==> config.mk <==
export PLATFORM = sky130hd
export DESIGN_NAME = marker_header_deframer
export DESIGN_NICKNAME = d
export VERILOG_FILES = /design/src/rtl/mhd_pkg.sv /design/src/rtl/mhd_parser.sv /design/src/rtl/mhd_out_reg.sv /design/src/rtl/marker_header_deframer.sv
export SDC_FILE = /design/constraint.sdc
export NUM_CORES = 1
export LEC_CHECK = 0
export BUFFER_PORTS_ARGS = -buffer_cell sky130_fd_sc_hd__buf_2
export CAP_MARGIN = 10
export CORE_MARGIN = 2
export CORE_UTILIZATION = 24
export CTS_CLUSTER_DIAMETER = 120
export DETAILED_ROUTE_END_ITERATION = 10
export PLACE_DENSITY = 0.41
export SLEW_MARGIN = 20
export SYNTH_ARGS = -nofsm -noshare
export SYNTH_HDL_FRONTEND = slang
export SYNTH_SLANG_ARGS = --single-unit
export TNS_END_PERCENT = 20
==> constraint.sdc <==
create_clock -name clk -period 24.1 [get_ports clk]
set_input_delay 1.205 -clock clk [delete_from_list [all_inputs] [get_ports clk]]
set_output_delay 1.205 -clock clk [all_outputs]
set_load 0.02 [all_outputs]
==> src/rtl/mhd_pkg.sv <==
package mhd_pkg;

    localparam int MarkerLen = 13;
    localparam int HeaderLen = 25;
    localparam logic [30:0] MaxFrameSizeReset = 31'd10000000;

    typedef logic [4:0] hdr_pos_t;

    // One result item as it travels from the parser to the output register.
    typedef struct packed {
        logic        kind;
        logic [7:0]  out_byte;
        logic [30:0] frame_number;
        logic [30:0] source_id;
        logic [30:0] frame_size;
        logic        last;
    } mhd_result_t;

    localparam logic KindPayload = 1'b0;
    localparam logic KindEmpty   = 1'b1;

    // Byte expected at each position of the "[Data packet]" marker.
    function automatic logic [7:0] marker_byte(input logic [3:0] pos);
        logic [7:0] b;
        unique case (pos)
            4'd0:    b = 8'h5B; // [
            4'd1:    b = 8'h44; // D
            4'd2:    b = 8'h61; // a
            4'd3:    b = 8'h74; // t
            4'd4:    b = 8'h61; // a
            4'd5:    b = 8'h20; // space
            4'd6:    b = 8'h70; // p
            4'd7:    b = 8'h61; // a
            4'd8:    b = 8'h63; // c
            4'd9:    b = 8'h6B; // k
            4'd10:   b = 8'h65; // e
            4'd11:   b = 8'h74; // t
            4'd12:   b = 8'h5D; // ]
            default: b = 8'h00;
        endcase
        return b;
    endfunction

endpackage

==> src/rtl/mhd_parser.sv <==
module mhd_parser (
    input  logic                clk,
    input  logic                rst_n,
    input  logic                accept,
    input  logic [7:0]          in_byte,
    input  logic [30:0]         max_frame_size,
    output logic                res_valid,
    output mhd_pkg::mhd_result_t res
);
    import mhd_pkg::*;

    localparam hdr_pos_t MarkerPos = hdr_pos_t'(MarkerLen);
    localparam hdr_pos_t LastHdrPos = hdr_pos_t'(HeaderLen - 1);

    hdr_pos_t    pos_reg, pos_next;
    logic [31:0] frame_word_reg, frame_word_next;
    logic [31:0] length_word_reg, length_word_next;
    logic [31:0] source_word_reg, source_word_next;
    logic [30:0] payload_left_reg, payload_left_next;

    hdr_pos_t    idx;
    logic        hdr_ok;

    assign idx = pos_reg - MarkerPos;

    always_comb
    begin
        pos_next          = pos_reg;
        frame_word_next   = frame_word_reg;
        length_word_next  = length_word_reg;
        source_word_next  = source_word_reg;
        payload_left_next = payload_left_reg;
        res_valid         = 1'b0;
        hdr_ok            = 1'b0;

        if (accept && payload_left_reg == 31'd0 && pos_reg >= MarkerPos)
        begin
            unique case (idx[3:2])
                2'd0:    frame_word_next[{idx[1:0], 3'b000} +: 8] = in_byte;
                2'd1:    length_word_next[{idx[1:0], 3'b000} +: 8] = in_byte;
                default: source_word_next[{idx[1:0], 3'b000} +: 8] = in_byte;
            endcase
        end

        // The final header byte is checked together with the words it completes.
        hdr_ok = ((frame_word_next[31] | length_word_next[31] | source_word_next[31]) == 1'b0)
                 && (length_word_next[30:0] < max_frame_size);

        res.kind         = KindPayload;
        res.out_byte     = in_byte;
        res.frame_number = frame_word_next[30:0];
        res.source_id    = source_word_next[30:0];
        res.frame_size   = length_word_next[30:0];
        res.last         = 1'b0;

        if (accept)
        begin
            if (payload_left_reg != 31'd0)
            begin
                payload_left_next = payload_left_reg - 31'd1;
                res_valid         = 1'b1;
                res.last          = (payload_left_reg == 31'd1);
            end
            else if (pos_reg < MarkerPos)
            begin
                if (in_byte == marker_byte(pos_reg[3:0]))
                    pos_next = pos_reg + 5'd1;
                else if (in_byte == marker_byte(4'd0))
                    pos_next = 5'd1;
                else
                    pos_next = 5'd0;
            end
            else if (pos_reg == LastHdrPos)
            begin
                pos_next = 5'd0;
                if (hdr_ok)
                begin
                    if (length_word_next[30:0] == 31'd0)
                    begin
                        res_valid    = 1'b1;
                        res.kind     = KindEmpty;
                        res.out_byte = 8'd0;
                        res.last     = 1'b1;
                    end
                    else
                    begin
                        payload_left_next = length_word_next[30:0];
                    end
                end
            end
            else
            begin
                pos_next = pos_reg + 5'd1;
            end
        end
    end

    always_ff @(posedge clk or negedge rst_n)
    begin
        if (!rst_n)
        begin
            pos_reg          <= '0;
            frame_word_reg   <= '0;
            length_word_reg  <= '0;
            source_word_reg  <= '0;
            payload_left_reg <= '0;
        end
        else
        begin
            pos_reg          <= pos_next;
            frame_word_reg   <= frame_word_next;
            length_word_reg  <= length_word_next;
            source_word_reg  <= source_word_next;
            payload_left_reg <= payload_left_next;
        end
    end

endmodule

==> src/rtl/mhd_out_reg.sv <==
module mhd_out_reg (
    input  logic                clk,
    input  logic                rst_n,
    input  logic                load,
    input  mhd_pkg::mhd_result_t load_data,
    input  logic                take,
    output logic                full,
    output mhd_pkg::mhd_result_t data
);
    import mhd_pkg::*;

    logic        full_reg, full_next;
    mhd_result_t data_reg;

    // A load only happens when the slot is empty or is being emptied this cycle.
    always_comb
    begin
        full_next = full_reg;
        if (load)
            full_next = 1'b1;
        else if (take)
            full_next = 1'b0;
    end

    always_ff @(posedge clk or negedge rst_n)
    begin
        if (!rst_n)
            full_reg <= 1'b0;
        else
            full_reg <= full_next;
    end

    always_ff @(posedge clk)
    begin
        if (load)
            data_reg <= load_data;
    end

    assign full = full_reg;
    assign data = data_reg;

endmodule

==> src/rtl/marker_header_deframer.sv <==
// Byte-stream deframer: hunts for the marker "[Data packet]", gathers the
// little-endian frame, size and source words, and passes size payload bytes
// through, each tagged with the header and the final one flagged last; a
// header of size zero yields one empty-frame item instead. Headers with any
// word's top bit set, or a size not below max_frame_size, are dropped and the
// hunt resumes at the next byte. The match and count state updates in the
// cycle the byte is accepted and any result lands in the output register, so
// a byte is accepted every cycle unless that register holds an item the
// consumer has not taken.
module marker_header_deframer (
    input  logic        clk,
    input  logic        rst_n,
    input  logic        cfg_write_en,
    input  logic [30:0] cfg_write_data,
    input  logic        in_valid,
    output logic        in_ready,
    input  logic [7:0]  in_byte,
    output logic        out_valid,
    input  logic        out_ready,
    output logic        kind,
    output logic [7:0]  out_byte,
    output logic [30:0] frame_number,
    output logic [30:0] source_id,
    output logic [30:0] frame_size,
    output logic        last
);
    import mhd_pkg::*;

    logic [30:0] max_frame_size_reg;
    logic        accept;
    logic        res_valid;
    mhd_result_t res;
    mhd_result_t out_data;
    logic        out_full;

    always_ff @(posedge clk or negedge rst_n)
    begin
        if (!rst_n)
            max_frame_size_reg <= MaxFrameSizeReset;
        else if (cfg_write_en)
            max_frame_size_reg <= cfg_write_data;
    end

    assign in_ready = !out_full || out_ready;
    assign accept   = in_valid && in_ready;

    mhd_parser u_parser (
        .clk            (clk),
        .rst_n          (rst_n),
        .accept         (accept),
        .in_byte        (in_byte),
        .max_frame_size (max_frame_size_reg),
        .res_valid      (res_valid),
        .res            (res)
    );

    mhd_out_reg u_out_reg (
        .clk       (clk),
        .rst_n     (rst_n),
        .load      (res_valid),
        .load_data (res),
        .take      (out_ready),
        .full      (out_full),
        .data      (out_data)
    );

    assign out_valid    = out_full;
    assign kind         = out_data.kind;
    assign out_byte     = out_data.out_byte;
    assign frame_number = out_data.frame_number;
    assign source_id    = out_data.source_id;
    assign frame_size   = out_data.frame_size;
    assign last         = out_data.last;

endmodule
==> flow_summary.ini <==
[floorplanning]
placementRows = 81
die_area_mm2 = 0.0507
start_util_pct = 24.2
die-width_um = 225
ios = 149
placeableCoreArea_mm2 = 0.0485
chipHeight_um = 225

[cells_and_area]
layout-drive-gt1-share_pct = 18.0
multi_input_area_mm2 = 0.00415
finish.net_count = 1332
syn2layout_area_growth_pct = 21.1
sequential_cell_area_mm2 = 0.00721
fin_cells = 1897
largest_reg_flops = 103
finalInstanceArea_mm2 = 0.0142
fill_cells = 5041

[timing]
report.final.hold_viol_count = 0
layout_worst_path_cycle_share_pct = 31.3
slew_headroom_pct = 29.1
tightestPinTransition_ns = 1.05
totalNegativeSetupSlack_ns = 0
timing.clock.skew_ns = 0.0236
timing_max_transition_violations_final = 0
finalSetupViolCount = 0
unrepaired_setup_endpoints_after_global_routing = no
postLayoutSetupSlackWorst_ns = 16.55
final.min_clock_period_ns = 7.55
max_freq_mhz = 132

[detailed_routing]
viasPerCell = 4.67
drt_first_iter_violations = 691
route.detailed.wl_per_inst_um = 20.6
detailedRoute.firstPassIterationCount = 5
route.vias.total = 8850
detail-route-antenna-nets = 0
remaining_drc_errors = 0
total_detailed_routing_wirelength_mm = 39.1

[clock_network]
worstSkewPairLatency_ns = 0.54
cts.repair_timing.setup_buffer_count = 0
cts_htree_levels = 2
post_cts_resize_count = 0
tritoncts.num_buffers = 34
cts_tree = yes
cts.path.max_buffers = 3
cts-hold-fix-buffers = 0
path_clk_slew_ns = 0.06
clockRootBuffer = clkbuf_16
tritoncts_num_sinks = 267

[critical_path]
criticalPathCategory = reg2reg
ff2ff_setup_slack_ns = 16.55
critical_path_peak_fanout = 57
crit_path_end_kind = flop
worst_ep_required_time_ns = 24.25
worst_setup_sp_type = flop
data_arrival_at_the_endpoint_of_the_critical_path_ns = 7.70

[grt]
largest_net_degree_at_the_start_of_global_routing = 94
grt_overflow_total = 0
global_route_wire_length_before_repair_mm = 58.0
antenna_violations_before_repair = 4
grt_pass1_vias = 8729
grt_util_all_layers_pct = 15.5

[power]
share_seq_of_total_power_pct = 47.6
clockPowerShare_pct = 44.6
max-vdd-ir-drop_v = 0.0000344
cell_internal_pwr_uw = 797
power.density_mw_per_mm2 = 74.8
share_comb_of_total_power_pct = 7.8
switching_share_pct = 25.1
p_leak_nw = 6.10
net_switching_uw = 266

[synth]
synth.cell_area_mm2 = 0.0117
synth_area_per_cell_um2 = 10.7
yosys.area_share.simple_pct = 15.7
post_synth_mux_area_share_pct = 0.800
combinational_family_with_the_most_area_after_synthesis = simple AND/OR/NAND/NOR gates
synth_enable_flop_cells = 103
postSynthRegisterBits = 267
synth-seq-area-share_pct = 61.4
yosysWarnings = 0
synthArstFlopShare_pct = 61.4
synth_common_cells = nand2_1, o21ai_0, dfrtp_1
synth_fp_nets = 1180
synth_fa_ha_area_share_pct = 4.27
synthFlopType = dfrtp_1
synth_compound_area_share_pct = 13.6
share_of_the_synthesized_area_in_the_top_cell_type_pct = 33.3
ys_types = 70
netlist_instances = 1096
synthDominantAreaCellType = dfrtp_1
synthMostInstantiatedCell = nand2_1
synthTopCellsByArea = dfrtp_1, edfxtp_1, o21ai_0
synth-xor-area-share_pct = 0.896

[placement]
dp_slack_ns = 16.42
finalWeightedCongestion = 0.871
place_area_mm2 = 0.0132
place_hpwl_mm = 28.2
port_buffers = 148
placed_cells = 1834

[min_path]
hold_class = reg2reg

[run_status]
outcome = finished clean

[flow_run]
cap_violations = 0
-- worst paths after layout --
path,cells past startpoint,end,from
min,2,u_parser.frame_word_reg[2],u_parser.frame_word_reg[2]
max in group asynchronous,2,max_frame_size_reg[8],rst_n
max,18,u_out_reg.data[101],u_parser.pos_reg[1]
max reg2reg,18,u_out_reg.data[101],u_parser.pos_reg[1]
min reg2reg,2,u_parser.frame_word_reg[2],u_parser.frame_word_reg[2]
min in group asynchronous,1,u_parser.frame_word_reg[4],rst_n
-- power by group through the flow --
| stage | logic, mW | clock network (mW) | registers [mW] |
|---|---|---|---|
| 3_5_place_dp | 0.0835 | 0 | 0.515 |
| 2_1_floorplan | 0.0405 | 0 | 0.523 |
| 3_3_place_gp | 0.0829 | 0 | 0.515 |
| 4_1_cts | 0.0840 | 0.490 | 0.507 |
| 5_1_grt | 0.0930 | 0.507 | 0.509 |
| 6_report | 0.0825 | 0.474 | 0.507 |
-- stage by stage --
| stage | hold WS [ns] | total power [mW] | utilization (%) |
|---|---|---|---|
| final | 0.487 | 1.06 | 29.3 |
| after global routing | 0.513 | 1.11 | 29.3 |
| after global placement | 0.468 | 0.598 | 27.2 |
| after CTS | 0.493 | 1.08 | 29.3 |
| after floorplan | 0.444 | 0.563 | - |
| after detailed placement | 0.480 | 0.599 | 27.2 |
-- routing by layer --
metal	vias to the layer above	wire length [um]	track usage [%]
met5	-	0	0
met4	0	929	4.38
met3	57	1900	2.93
met2	216	17600	24.1
met1	4375	18600	21.9
li1	4202	-	-
-- worst max-delay path, cell delays in order, from the launching register on --
cell and delay (ns):
dfrtp_1 0.53, inv_1 0.21, ha_1 0.40, o311a_1 0.29, o211ai_1 0.20, a211oi_2 0.34
nand2_1 0.66, o21ai_0 1.03, ha_1 0.38, nand2_1 0.19, nor2_1 0.07, a211oi_1 0.66
o22a_1 0.25, nor4bb_1 0.33, nand3_1 0.18, a211oi_4 0.35, nand2_1 0.21, a21oi_4 0.19
buf_4 0.63
-- layout make-up --
cell class                 instances  share of cell area [%]
inverter                          54                    1.43
tap                              622                    5.48
multi-input combinational        729                    29.2
clock buffer                      47                    6.48
timing repair buffer             162                    6.00
sequential                       267                    50.7
clock inverter                    14                   0.678
antenna                            2                  0.0352
-- cell families after synthesis --
logic type	count (synthesis)
buf+inv	100
xor+xnor	12
fa+ha+maj	40
simple gates	399
flops	267
compound gates	270
mux	8
-- layout by cell type, fill, tap and decap left out, types with 35 or more instances in the layout --
| master | synthesis | routed |
|---|---|---|
| o21ai_0 | 158 | 158 |
| clkbuf_16 | 0 | 35 |
| nor2_1 | 59 | 58 |
| buf_2 | 3 | 147 |
| nand2_1 | 207 | 207 |
| dfrtp_1 | 156 | 156 |
| inv_1 | 54 | 54 |
| a21oi_1 | 46 | 45 |
| edfxtp_1 | 103 | 103 |
| ha_1 | 40 | 40 |
Note: power is estimated with default switching activity, not from simulation.
